**config.mk**
```make
export PLATFORM = sky130hd
export DESIGN_NAME = bounded_linked_deque_core
export DESIGN_NICKNAME = d
export VERILOG_FILES = /design/src/hw/rtl/bld_pkg.sv /design/src/hw/rtl/bounded_linked_deque_core.sv /design/src/hw/rtl/bld_node_store.sv
export SDC_FILE = /design/constraint.sdc
export NUM_CORES = 1
export LEC_CHECK = 0
export ABC_AREA = 1
export BUFFER_PORTS_ARGS = -buffer_cell sky130_fd_sc_hd__buf_2
export CAP_MARGIN = 20
export CORE_MARGIN = 1.5
export CORE_UTILIZATION = 60
export CTS_CLUSTER_DIAMETER = 30
export DETAILED_ROUTE_END_ITERATION = 8
export HOLD_SLACK_MARGIN = 0.05
export PLACE_DENSITY_LB_ADDON = 0.3
export SLEW_MARGIN = 30
export SYNTH_ARGS = -nofsm -noshare
export SYNTH_HDL_FRONTEND = slang
export SYNTH_SLANG_ARGS = --single-unit
```
**constraint.sdc**
```tcl
create_clock -name clk -period 5.9 [get_ports clk]
set_clock_uncertainty 0.2 [all_clocks]
set_input_delay 1.18 -clock clk [delete_from_list [all_inputs] [get_ports clk]]
set_output_delay 1.18 -clock clk [all_outputs]
set_load 0.01 [all_outputs]
```
**src/hw/rtl/bld_pkg.sv**
```systemverilog
package bld_pkg;

	// default sizing
	localparam int unsigned CAPACITY_DEF   = 16;
	localparam int unsigned DATA_WIDTH_DEF = 32;

	// operation codes
	typedef enum logic [3:0] {
		OP_PUSH_FRONT = 4'd0,
		OP_PUSH_BACK  = 4'd1,
		OP_POP_FRONT  = 4'd2,
		OP_POP_BACK   = 4'd3,
		OP_READ_FRONT = 4'd4,
		OP_READ_BACK  = 4'd5,
		OP_READ_AT    = 4'd6,
		OP_WRITE_AT   = 4'd7,
		OP_REMOVE_AT  = 4'd8,
		OP_FIND       = 4'd9,
		OP_CLEAR      = 4'd10
	} bld_op_t;

	// result status codes
	typedef enum logic [1:0] {
		STAT_OK    = 2'd0,
		STAT_EMPTY = 2'd1,
		STAT_FULL  = 2'd2,
		STAT_RANGE = 2'd3
	} bld_status_t;

	// sequencer states
	typedef enum logic [1:0] {
		ST_IDLE,
		ST_DECODE,
		ST_ALLOC,
		ST_WALK
	} bld_state_t;

	// command transaction
	typedef struct packed {
		logic [3:0]  operation;
		logic [31:0] value;
		logic [3:0]  position;
	} bld_cmd_t;

	// result transaction
	typedef struct packed {
		logic [31:0] data_out;
		logic [4:0]  found_position;
		logic [4:0]  length;
		logic [1:0]  status;
	} bld_rsp_t;

	// node store write enables
	typedef struct packed {
		logic data_we;
		logic next_we;
		logic prev_we;
	} bld_node_we_t;

endpackage

```
**src/hw/rtl/bounded_linked_deque_core.sv**
```systemverilog
// sequencing: push, clear and any rejected command finish in ST_DECODE after the accepting edge
// (in ST_ALLOC when the slot comes off the free stack); done pulses for one cycle after the last step
// walked commands go on from ST_DECODE to ST_WALK, one node per step: 1 at the ends, position + 1 for
// positional access, up to length + 1 for find; one node per cycle through the node store port
// throughput: one command at a time, busy stays high until the command finishes
// reset: list empty and all slots free at once, no clearing pass; the receiver cannot stall
module bounded_linked_deque_core #(
	parameter int unsigned CAPACITY   = bld_pkg::CAPACITY_DEF,
	parameter int unsigned DATA_WIDTH = bld_pkg::DATA_WIDTH_DEF
) (
	input  logic              clk,
	input  logic              arst_n,
	input  logic              start,
	input  bld_pkg::bld_cmd_t command,
	output logic              busy,
	output logic              done,
	output bld_pkg::bld_rsp_t result
);
	import bld_pkg::*;

	localparam int unsigned SW = (CAPACITY > 1) ? $clog2(CAPACITY) : 1;
	localparam int unsigned CW = $clog2(CAPACITY + 1);

	// sequencer and list state
	bld_state_t            state_q, state_d;
	bld_op_t               op_q;
	logic [DATA_WIDTH-1:0] val_q;
	logic [3:0]            pos_q;
	logic [CW-1:0]         count_q, count_d;
	logic [CW-1:0]         hw_q, hw_d;
	logic [CW-1:0]         fs_cnt_q, fs_cnt_d;
	logic [SW-1:0]         head_q, head_d;
	logic [SW-1:0]         tail_q, tail_d;
	logic [CW-1:0]         idx_q, idx_d;
	logic [CW-1:0]         tgt_q, tgt_d;
	logic                  first_q, first_d;
	logic                  last_q, last_d;
	logic [SW-1:0]         cur_q;
	logic                  done_q;
	bld_rsp_t              result_q;

	// free slot stack
	logic [SW-1:0] fs_mem [CAPACITY];
	logic [SW-1:0] fs_rd_q;
	logic          fs_we;
	logic [SW-1:0] fs_waddr;
	logic [SW-1:0] fs_raddr;

	// node store port
	bld_node_we_t          node_we;
	logic [SW-1:0]         data_waddr, next_waddr, next_wdata, prev_waddr, prev_wdata;
	logic [DATA_WIDTH-1:0] data_wdata;
	logic [SW-1:0]         node_raddr;
	logic [DATA_WIDTH-1:0] data_rd;
	logic [SW-1:0]         next_rd, prev_rd;

	// control decisions
	logic          accept;
	logic          finish, go_alloc, go_walk, do_link, do_unlink;
	logic [SW-1:0] link_slot;
	logic [31:0]   rsp_data;
	logic [4:0]    rsp_found;
	bld_status_t   rsp_status;

	assign accept   = start && !busy;
	assign busy     = (state_q != ST_IDLE);
	assign done     = done_q;
	assign result   = result_q;
	assign fs_raddr = SW'(fs_cnt_q - 1'b1);

	bld_node_store #(
		.CAPACITY   (CAPACITY),
		.DATA_WIDTH (DATA_WIDTH)
	) u_nodes (
		.clk        (clk),
		.node_we    (node_we),
		.data_waddr (data_waddr),
		.data_wdata (data_wdata),
		.next_waddr (next_waddr),
		.next_wdata (next_wdata),
		.prev_waddr (prev_waddr),
		.prev_wdata (prev_wdata),
		.raddr      (node_raddr),
		.data_rdata (data_rd),
		.next_rdata (next_rd),
		.prev_rdata (prev_rd)
	);

	// next state
	always_comb begin
		state_d = state_q;
		case (state_q)
			ST_IDLE: begin
				if (start) state_d = ST_DECODE;
			end
			ST_DECODE: begin
				if (go_alloc)     state_d = ST_ALLOC;
				else if (go_walk) state_d = ST_WALK;
				else              state_d = ST_IDLE;
			end
			ST_ALLOC: begin
				state_d = ST_IDLE;
			end
			ST_WALK: begin
				if (finish) state_d = ST_IDLE;
			end
			default: begin
				state_d = ST_IDLE;
			end
		endcase
	end

	// datapath control and register updates
	always_comb begin
		node_we    = '0;
		data_waddr = cur_q;
		data_wdata = val_q;
		next_waddr = cur_q;
		next_wdata = '0;
		prev_waddr = cur_q;
		prev_wdata = '0;
		node_raddr = head_q;
		fs_we      = 1'b0;
		fs_waddr   = SW'(fs_cnt_q);
		finish     = 1'b0;
		go_alloc   = 1'b0;
		go_walk    = 1'b0;
		do_link    = 1'b0;
		do_unlink  = 1'b0;
		rsp_data   = '0;
		rsp_found  = '0;
		rsp_status = STAT_OK;
		count_d    = count_q;
		hw_d       = hw_q;
		fs_cnt_d   = fs_cnt_q;
		head_d     = head_q;
		tail_d     = tail_q;
		idx_d      = idx_q;
		tgt_d      = tgt_q;
		first_d    = first_q;
		last_d     = last_q;
		link_slot  = (state_q == ST_ALLOC) ? fs_rd_q : SW'(hw_q);

		case (state_q)
			ST_DECODE: begin
				case (op_q)
					OP_PUSH_FRONT, OP_PUSH_BACK: begin
						if (count_q == CW'(CAPACITY)) begin
							finish     = 1'b1;
							rsp_status = STAT_FULL;
						end else if (fs_cnt_q != '0) begin
							go_alloc = 1'b1;
						end else begin
							// never used slot above the high-water mark
							do_link = 1'b1;
							hw_d    = hw_q + 1'b1;
							finish  = 1'b1;
						end
					end
					OP_POP_FRONT, OP_POP_BACK, OP_READ_FRONT, OP_READ_BACK: begin
						if (count_q == '0) begin
							finish     = 1'b1;
							rsp_status = STAT_EMPTY;
						end else begin
							// the end node is read directly, with no walk along the links
							go_walk = 1'b1;
							idx_d   = '0;
							tgt_d   = '0;
							if (op_q == OP_POP_FRONT || op_q == OP_READ_FRONT) begin
								node_raddr = head_q;
								first_d    = 1'b1;
								last_d     = (count_q == CW'(1));
							end else begin
								node_raddr = tail_q;
								first_d    = (count_q == CW'(1));
								last_d     = 1'b1;
							end
						end
					end
					OP_READ_AT, OP_WRITE_AT, OP_REMOVE_AT: begin
						if (32'(pos_q) >= 32'(count_q)) begin
							finish     = 1'b1;
							rsp_status = STAT_RANGE;
						end else begin
							go_walk    = 1'b1;
							node_raddr = head_q;
							idx_d      = '0;
							tgt_d      = CW'(pos_q);
							first_d    = (pos_q == '0);
							last_d     = (32'(pos_q) + 32'd1 == 32'(count_q));
						end
					end
					OP_FIND: begin
						if (count_q == '0) begin
							finish = 1'b1;
						end else begin
							go_walk    = 1'b1;
							node_raddr = head_q;
							idx_d      = '0;
						end
					end
					OP_CLEAR: begin
						count_d  = '0;
						hw_d     = '0;
						fs_cnt_d = '0;
						head_d   = '0;
						tail_d   = '0;
						finish   = 1'b1;
					end
					default: begin
						finish = 1'b1;
					end
				endcase
			end
			ST_ALLOC: begin
				// recycled slot from the top of the free stack
				do_link  = 1'b1;
				fs_cnt_d = fs_cnt_q - 1'b1;
				finish   = 1'b1;
			end
			ST_WALK: begin
				if (op_q == OP_FIND) begin
					if (idx_q == count_q) begin
						finish    = 1'b1;
						rsp_found = 5'(count_q);
					end else if (data_rd == val_q) begin
						finish    = 1'b1;
						rsp_found = 5'(idx_q);
					end else begin
						node_raddr = next_rd;
						idx_d      = idx_q + 1'b1;
					end
				end else if (idx_q == tgt_q) begin
					finish = 1'b1;
					case (op_q)
						OP_READ_FRONT, OP_READ_BACK, OP_READ_AT: begin
							rsp_data = 32'(data_rd);
						end
						OP_WRITE_AT: begin
							node_we.data_we = 1'b1;
							data_waddr      = cur_q;
							data_wdata      = val_q;
						end
						OP_POP_FRONT, OP_POP_BACK, OP_REMOVE_AT: begin
							do_unlink = 1'b1;
							rsp_data  = 32'(data_rd);
						end
						default: begin
							rsp_data = '0;
						end
					endcase
				end else begin
					node_raddr = next_rd;
					idx_d      = idx_q + 1'b1;
				end
			end
			default: begin
				finish = 1'b0;
			end
		endcase

		// splice a new node in at one end
		if (do_link) begin
			node_we.data_we = 1'b1;
			node_we.next_we = 1'b1;
			node_we.prev_we = 1'b1;
			data_waddr      = link_slot;
			data_wdata      = val_q;
			if (op_q == OP_PUSH_FRONT) begin
				next_waddr = link_slot;
				next_wdata = head_q;
				prev_waddr = head_q;
				prev_wdata = link_slot;
				head_d     = link_slot;
			end else begin
				prev_waddr = link_slot;
				prev_wdata = tail_q;
				next_waddr = tail_q;
				next_wdata = link_slot;
				tail_d     = link_slot;
			end
			if (count_q == '0) begin
				head_d = link_slot;
				tail_d = link_slot;
			end
			count_d = count_q + 1'b1;
		end

		// unlink the current node and return its slot
		if (do_unlink) begin
			if (first_q) begin
				head_d = next_rd;
			end else begin
				node_we.next_we = 1'b1;
				next_waddr      = prev_rd;
				next_wdata      = next_rd;
			end
			if (last_q) begin
				tail_d = prev_rd;
			end else begin
				node_we.prev_we = 1'b1;
				prev_waddr      = next_rd;
				prev_wdata      = prev_rd;
			end
			fs_we    = 1'b1;
			fs_waddr = SW'(fs_cnt_q);
			fs_cnt_d = fs_cnt_q + 1'b1;
			count_d  = count_q - 1'b1;
			if (count_q == CW'(1)) begin
				head_d = '0;
				tail_d = '0;
			end
		end
	end

	// free stack storage
	always_ff @(posedge clk) begin
		if (fs_we) begin
			fs_mem[fs_waddr] <= cur_q;
		end
		fs_rd_q <= fs_mem[fs_raddr];
	end

	// command capture and node cursor
	always_ff @(posedge clk) begin
		if (accept) begin
			op_q  <= bld_op_t'(command.operation);
			val_q <= DATA_WIDTH'(command.value);
			pos_q <= command.position;
		end
		cur_q <= node_raddr;
		if (finish) begin
			result_q.data_out       <= rsp_data;
			result_q.found_position <= rsp_found;
			result_q.length         <= 5'(count_d);
			result_q.status         <= rsp_status;
		end
	end

	// control state
	always_ff @(posedge clk or negedge arst_n) begin
		if (!arst_n) begin
			state_q  <= ST_IDLE;
			count_q  <= '0;
			hw_q     <= '0;
			fs_cnt_q <= '0;
			head_q   <= '0;
			tail_q   <= '0;
			idx_q    <= '0;
			tgt_q    <= '0;
			first_q  <= 1'b0;
			last_q   <= 1'b0;
			done_q   <= 1'b0;
		end else begin
			state_q  <= state_d;
			count_q  <= count_d;
			hw_q     <= hw_d;
			fs_cnt_q <= fs_cnt_d;
			head_q   <= head_d;
			tail_q   <= tail_d;
			idx_q    <= idx_d;
			tgt_q    <= tgt_d;
			first_q  <= first_d;
			last_q   <= last_d;
			done_q   <= finish;
		end
	end

	// length never exceeds the slot count
	assert property (@(posedge clk) disable iff (!arst_n)
		count_q <= CW'(CAPACITY))
		else $error("element count above capacity");

	// every slot below the high-water mark is either live or on the free stack
	assert property (@(posedge clk) disable iff (!arst_n)
		hw_q == count_q + fs_cnt_q)
		else $error("slot accounting mismatch");

	// one result per transaction, never two in a row
	assert property (@(posedge clk) disable iff (!arst_n)
		done_q |=> !done_q)
		else $error("back-to-back done pulses");

	// decode only follows an accepted command
	assert property (@(posedge clk) disable iff (!arst_n)
		state_q == ST_DECODE |-> $past(start && !busy))
		else $error("decode without accepted command");

	// a walk index never exceeds the list length
	assert property (@(posedge clk) disable iff (!arst_n)
		state_q == ST_WALK |-> idx_q <= count_q)
		else $error("walk beyond list length");

endmodule

```
**src/hw/rtl/bld_node_store.sv**
```systemverilog
module bld_node_store #(
	parameter int unsigned CAPACITY   = bld_pkg::CAPACITY_DEF,
	parameter int unsigned DATA_WIDTH = bld_pkg::DATA_WIDTH_DEF,
	localparam int unsigned SW = (CAPACITY > 1) ? $clog2(CAPACITY) : 1
) (
	input  logic                   clk,
	input  bld_pkg::bld_node_we_t  node_we,
	input  logic [SW-1:0]          data_waddr,
	input  logic [DATA_WIDTH-1:0]  data_wdata,
	input  logic [SW-1:0]          next_waddr,
	input  logic [SW-1:0]          next_wdata,
	input  logic [SW-1:0]          prev_waddr,
	input  logic [SW-1:0]          prev_wdata,
	input  logic [SW-1:0]          raddr,
	output logic [DATA_WIDTH-1:0]  data_rdata,
	output logic [SW-1:0]          next_rdata,
	output logic [SW-1:0]          prev_rdata
);
	import bld_pkg::*;

	logic [DATA_WIDTH-1:0] data_mem [CAPACITY];
	logic [SW-1:0]         next_mem [CAPACITY];
	logic [SW-1:0]         prev_mem [CAPACITY];

	// word store, registered read
	always_ff @(posedge clk) begin
		if (node_we.data_we) begin
			data_mem[data_waddr] <= data_wdata;
		end
		data_rdata <= data_mem[raddr];
	end

	// forward links
	always_ff @(posedge clk) begin
		if (node_we.next_we) begin
			next_mem[next_waddr] <= next_wdata;
		end
		next_rdata <= next_mem[raddr];
	end

	// backward links
	always_ff @(posedge clk) begin
		if (node_we.prev_we) begin
			prev_mem[prev_waddr] <= prev_wdata;
		end
		prev_rdata <= prev_mem[raddr];
	end

endmodule
```
==> results of run 1 <==
registers in the layout, indices dropped and copies added (netlist names):
name,flops
count_q,5
cur_q,4
done,1
first_q,1
fs_cnt_q,5
fs_mem,64
fs_rd_q,4
head_q,4
hw_q,4
idx_q,5
last_q,1
op_q,4
pos_q,4
result,44
state_q,2
tail_q,4
tgt_q,4
u_nodes.data_mem,512
u_nodes.data_rdata,32
u_nodes.next_mem,64
u_nodes.next_rdata,4
u_nodes.prev_mem,64
u_nodes.prev_rdata,4
val_q,32
power groups by stage:
stage / Clock, mW / Combinational [mW] / Sequential (mW)
finish: 8.94 / 9.21 / 8.25
global route: 9.29 / 10.0 / 8.31
CTS: 9.00 / 9.05 / 8.24
detailed placement: 0 / 8.93 / 8.34
global placement: 0 / 8.72 / 8.32
floorplan: 0 / 6.27 / 8.21
final timing paths:
kind / from / endpoint / slack (ns) / cells after the start
setup / recovery: fs_cnt_q[0] / u_nodes.data_mem[12][18] / 1.20 / 15
hold / removal: arst_n / fs_cnt_q[4] / 0.24 / 1
setup reg to reg: fs_cnt_q[0] / u_nodes.data_mem[12][18] / 1.20 / 15
hold reg to reg: u_nodes.prev_rdata[1] / tail_q[1] / 0.32 / 2
max in group asynchronous: arst_n / tgt_q[0] / 4.88 / 1
min in group clk: u_nodes.prev_rdata[1] / tail_q[1] / 0.32 / 2
worst reg2reg max path: stages (launching register included):
cell      delay [ns]
dfrtp_1         0.33
buf_4           0.39
clkinv_1        0.17
ha_1            0.24
nand3_1         0.12
nor3_1          0.07
nand2_1         0.07
inv_1           0.06
o21ai_1         0.11
buf_4           0.25
inv_1           0.26
or2_2           0.35
o21ai_0         0.16
nand3_1         0.43
nor2_4          0.60
buf_4           0.50
through the flow:
stage,std cells,power (mW)
2_1_floorplan,3623,14.5
3_3_place_gp,4421,17.0
3_5_place_dp,4424,17.3
4_1_cts,4703,26.3
5_1_grt,4704,27.6
6_report,4704,26.4
layout make-up:
cell class	count	area (sq um)	area share, %
Inverter	624	2340	5.17
Tap cell	846	1060	2.34
Clock inverter	94	1180	2.62
Sequential cell	872	25500	56.4
Clock buffer	185	4110	9.08
Timing Repair Buffer	147	1040	2.29
Multi-Input combinational cell	1936	10000	22.1
routing by layer:
metal	vias up	wire length (um)	global-route usage, %
met5	-	0	0
met4	0	3360	12.5
met3	235	10100	5.61
met2	1649	46200	47.0
met1	13200	38100	41.1
li1	12500	-	-
cells by family after synthesis:
group / after synthesis / synth area share [%]
adder cells (fa/ha/maj): 21 / 0.681
AO/OA/AOI/OAI: 184 / 2.90
multiplexers: 9 / 0.234
XOR/XNOR: 41 / 0.931
buffers and inverters: 815 / 8.41
flip-flops: 872 / 66.2
AND/OR/NAND/NOR: 1681 / 20.7
layout by cell type (no fill, tap or decap), types with 48 or more instances in the layout:
master and instances:
edfxtp_1 788, nand3_1 761, inv_1 607, nand2_1 518
nor2_1 186, nand3b_1 161, clkbuf_16 155, buf_2 87
o21ai_0 77, dfxtp_1 48, buf_4 48
==> metrics list, run 1 <==
* Gate count after technology mapping: 3623
* Antenna Violating Nets Remaining: 0
* Area growth from synthesis to layout: 17.4%
* Routability-driven placement congestion ratio: 0.932
- Width of the die: ~260 um
* Seq pwr share: 31.3%
* Area of the die: roughly 66000 sq um
* Total net switching power: 10.1 mW
* Initial Util: 60.9%
- TritonCTS Buffers: 150
* Crit path capture type: flip-flop
- Setup tns final: 0 ns
- Cell internal power was estimated by the tool at around 16 mW.
- After layout, the worst path uses approximately four fifths of the clock period.
* P per Cell Area: 583 nW/um^2
- Number of enable flip-flop cells after synthesis: 788
- Chip height: 257 um
- Clock tree synthesis found a total of ~870 sinks.
* CP bufs+invs: 6
* Port bufs: 88
- The via count of the first global-routing pass was between 20000 and 30000.
* Cell breakdown of the critical path: buf_4 > clkinv_1 > ha_1 > nand3_1 > nor3_1 > nand2_1 > inv_1 > o21ai_1 > buf_4 > inv_1 > or2_2 > o21ai_0 > nand3_1 > nor2_4 > buf_4
- Share of flip-flops with an asynchronous set or reset: just over 4%
- Setup repair after global routing missed its margin: false
* GRT Resource Usage Total: 29.8%
- Area share of the leading cell type in the synthesized netlist: 61.3%
- In the synthesized netlist the dominant register cell turns out to be edfxtp_1.
- Of the synthesized area, sequential elements account for between 60% and 70%.
- By instance count, the cell type seen most on the critical path is buf_4.
- Number of maximum-capacitance violations: 0
- Fin. Hold Viols: 0
- Largest net degree at the start of global routing: 193
- The largest individual stage delay along the critical path comes from the cell nor2_4.
- Once routing completed, OpenROAD measured the worst setup slack at ~1.2 ns.
- Net switching is 38.4% of the power.
- On the critical path the largest part of the delay comes from simple AND/OR/NAND/NOR gates.
- At the end of the flow the core is filled with cells to 71.5%.
- In this run, post-CTS repair resized a total of 0 instances.
- The flow ran to the end, and the final reports show no timing, DRC or antenna violations.
* Placeable core region: 63300 sq um
- Number of levels the H-tree was split into: 4
* Time the worst path needs with I/O delays and setup: around 4.7 ns
* Area after detailed placement: 39900 sq um
- Summed over all layers, the routed wires come to 97800 um.
- The number of nets handed over by synthesis was 3687.
- Worst-skew pair later-pin latency: 0.72 ns
- At the worst endpoint, the required time is 6.04 ns.
* Type of the setup path with the least slack: flip-flop to flip-flop
- TritonCTS built the clock tree.
- Using the TritonRoute via totals, the vias-per-cell ratio works out to 5.86.
- VDD sags by at most 0.846 mV.
- Peak Freq: around 210 MHz
- In this run, the number of DRC markers left after iteration 0 of detailed routing was 3502.
* Avg Cell Area, Syn: 10.6 sq um
* Total number of placement rows: 92
- For this run, design rule violations remaining after detail routing come to 0.
* Total non-filler cell area in the finished layout: 45300 sq um
- Clock-pin slew reported for the worst setup and hold paths after clock tree synthesis: 0.05 ns
* Worst stage delay on the critical path: approximately 0.6 ns
- Total leakage power: 18.6 nW
- Max-slew headroom at the worst pin: 32.6%
* Leading area contributor after synthesis: edfxtp_1
* Count of hold buffers inserted by post-cts repair: 0
* Netlist area before placement: 38600 sq um
- By count the netlist is led by edfxtp_1 (788), nand3_1 (761), inv_1 (610).
- Worst Setup Slack post-DPL: 1.27 ns
* I/O pin cnt: 89
* Net count reported at finish: 3795
- Yosys printed 0 warnings.
- The first detailed-routing pass took 7 iterations.
* Post-synthesis sequential element count: 872
* Worst path arrival time: 4.84 ns
- The worst hold path belongs to the class input pin to async pin.
- Remaining global-route overflow: 0
- Global-route wire length before repair: 151000 um
- Along the worst path, the maximum fanout reaches 36.
- Setup violations remaining at the end of the flow were counted as 0.
- Actual transition at the worst max-transition pin: ~1.0 ns
- Top area cells in the synthesized netlist: edfxtp_1 (61%), nand3_1 (9.9%), inv_1 (5.9%), nand2_1 (5.1%), nand3b_1 (3.1%)
* Tightest hold margin: roughly 0.24 ns
* Antenna violations before repair: 0
* Cell variety after synth: 48
* Post-CTS setup buffers: 0
- In the final layout, the share of cells above drive strength 1 is 12.0%.
- The longest clock path from root to sink contains 3 buffers.
- The filler cells instantiated in the layout total roughly 4200.
* Startpoint Class: flip-flop
* Number of pins exceeding their max-slew limit in the final report: 0
- After legalization and detailed placement, the total HPWL measured 52500 um.
* Detailed-route wire length per cell: 20.8 um
* Antenna diode instance count: 0
- The root buffer cell chosen for the clock tree is clkbuf_16.
* Most frequent cell after synthesis: edfxtp_1
- Combinational Power Share: 34.9%
* DR vias: 27600
- Clock network fraction of design power: 33.9%
Note: power is estimated with default switching activity, not from simulation.
==> run 2: changes to the inputs <==
- CORE_UTILIZATION: 60 -> 57
- clock period: 5.9 -> 3.9 ns (I/O delays scaled with it)
==> metrics list, run 2 (same netlist as run 1, synthesis figures left out) <==
- The via count of the first global-routing pass was 27600.
* Post-route total power: between 40 and 50 mW
- The tightest hold path in the finished design has a slack of approximately 0.12 ns.
* Number of stages on the worst setup path: 9
- In this run, CTS created clock tree buffers numbering 166.
* Worst stage delay on the critical path: 0.64 ns
* Placeable core region: 67000 sq um
- Walking the worst path, the cells encountered are inv_1 > nand2_1 > o21ai_0 > and3_1 > nand2_1 > o21ai_0 > nand2_1 > a21o_1 > nor2_1.
* Antenna diode instance count: 0
* Chip height: ~260 um
* Most common cell on crit path: nand2_1
* Actual transition at the worst max-transition pin: 0.989 ns
- Most used cells in the layout excluding fill and tap cells: edfxtp_1 (788), nand3_1 (760), inv_1 (607), nand2_1 (517), nor2_1 (181)
* Flip-flop count of the largest register, all copies and words added: 512
- Sink Count: 872
- Among cell families on the critical path, the largest total delay comes from compound AO/OA/AOI/OAI gates.
- Number of maximum-capacitance violations: 0
- Worst-skew pair later-pin latency: approximately 0.75 ns
* Clock tree from TritonCTS: done
* Antenna Violating Nets Remaining: 0
- Worst-path maximum fanout: 6
- The flow ran to the end, and the final reports show no timing, DRC or antenna violations.
- Critical Path RT: between 4 and 5 ns
- Net count reported at finish: 3963
- The worst hold path belongs to the class input pin to flip-flop.
* Peak Freq: ~270 MHz
* Logic depth of the worst register-to-register path: 9
- Ratio of cells with drive above 1 in the final layout: about 15%
- Post-DR vias/cell: 5.71
- After layout, the worst path uses between 90% and 100% of the clock period.
- The number of antenna violations at the first check in global routing is 0.
* Worst path arrival time: between 3 and 4 ns
* HPWL Detailed: roughly 55000 um
- Root buffer cell: clkbuf_16
- The register with the most flip-flops in the final layout is u_nodes.data_mem.
- Setup tns final: 0 ns
* DRT Pass-1 Iters: 6
- Remaining global-route overflow: 0
- Fin. Hold Viols: 0
- Crit path capture type: flip-flop
- Time the worst path needs with I/O delays and setup: 3.73 ns
- For this configuration, the core starts out at a cell density of 57.5%.
* Type of the setup path with the least slack: flip-flop to flip-flop
- Total number of placement rows: 95
- Starting DRT DRC Count: 3280
- Entering global routing, the biggest net connects approximately 150 pins.
- Startpoint Class: flip-flop
- Setup-violating endpoint count in the final report: 0
* Worst voltage drop across the vdd grid: about 1.1 mV
- Post-detailed-route DRC marker count: 0
- Headroom to the max-slew limit came out at between 30% and 40%.
* Port bufs: around 90
* P per Cell Area: between 800 and 900 nW/um^2
* Global-route wire length before repair: between 150000 and 200000 um
- Crit-path slowest cell: o21ai_0
- I/O pin cnt: 89
* Width of the die: 263 um
- Worst hold path cell count: 1
* Final routed wirelength across all metal layers: between 100000 and 150000 um
- No sink is reached through more buffers than the 3 on the longest clock path.
- CP bufs+invs: 1
- Compared with the post-synthesis result, the final layout area differs by 22.9%.
- Detailed-route wire length per cell: approximately 20 um
- Finished Core Util: slightly above 70%
- Setup repair after global routing left no endpoint under its margin.
* DR vias: 28100
- Clock-pin slew reported for the worst setup and hold paths after clock tree synthesis: ~0.050 ns
* Routability-driven placement congestion ratio: 0.940
* Area of the die: 69200 sq um
* GRT Resource Usage Total: 29.0%
- The clock tree synthesis step divided the H-tree into 4 levels.
* Most common cell after layout, fill and taps aside: edfxtp_1
- Total leakage power: 19.6 nW
- The total count of max-transition violations in the final report came to 0.
[run 2: worst reg2reg max path, stage by stage (launching register included)]
cell      delay (ns)
edfxtp_1        0.48
inv_1           0.14
nand2_1         0.11
o21ai_0         0.59
and3_1          0.34
nand2_1         0.21
o21ai_0         0.64
nand2_1         0.11
a21o_1          0.22
nor2_1          0.36
[run 2: repair_timing]
action	in CTS	in global routing
setup endpoints to repair	0	111
resized for setup	0	10
hold buffers	40	0
endpoints found under the hold margin	75	0
buffers inserted	0	7
[run 2: area by class of cell]
type	count	area (sq um)
inverter	624	2340
clock buffer	199	4360
tap	873	1090
clock inverter	109	1350
sequential	872	25500
multi-input combinational	1938	10000
timing repair buffer	297	2690
fill	4480	19600
[run 2: where the power goes]
| group | switching (mW) | internal, mW |
|---|---|---|
| clock network | 4.89 | 9.43 |
| logic | 10.4 | 4.82 |
| registers | 0.560 | 11.6 |
[run 2: final timing paths]
kind,slack (ns),to,from
max,0.17,u_nodes.prev_mem[2][1],op_q[0]
min,0.12,val_q[31],command[35]
max reg2reg,0.17,u_nodes.prev_mem[2][1],op_q[0]
min reg2reg,0.35,fs_cnt_q[4],fs_cnt_q[4]
max in group asynchronous,2.68,tail_q[1],arst_n
min in group asynchronous,0.43,count_q[2],arst_n
[run 2: routing by layer]
metal | vias up | GRT usage (%) | routed length, um
met5 | - | 0 | 0
met4 | 0 | 11.9 | 3110
met3 | 234 | 5.23 | 9570
met2 | 1541 | 45.7 | 47600
met1 | 13400 | 40.3 | 40300
li1 | 12900 | - | -
[run 2: metrics by stage]
step	area [sq um]	worst slack, ns	cells
after global placement	41100	0.118	4553
after floorplan	38600	-0.476	3623
after global routing	47400	0.0171	4912
after detailed placement	41100	0.125	4554
after CTS	47300	0.103	4902
final	47400	0.166	4912
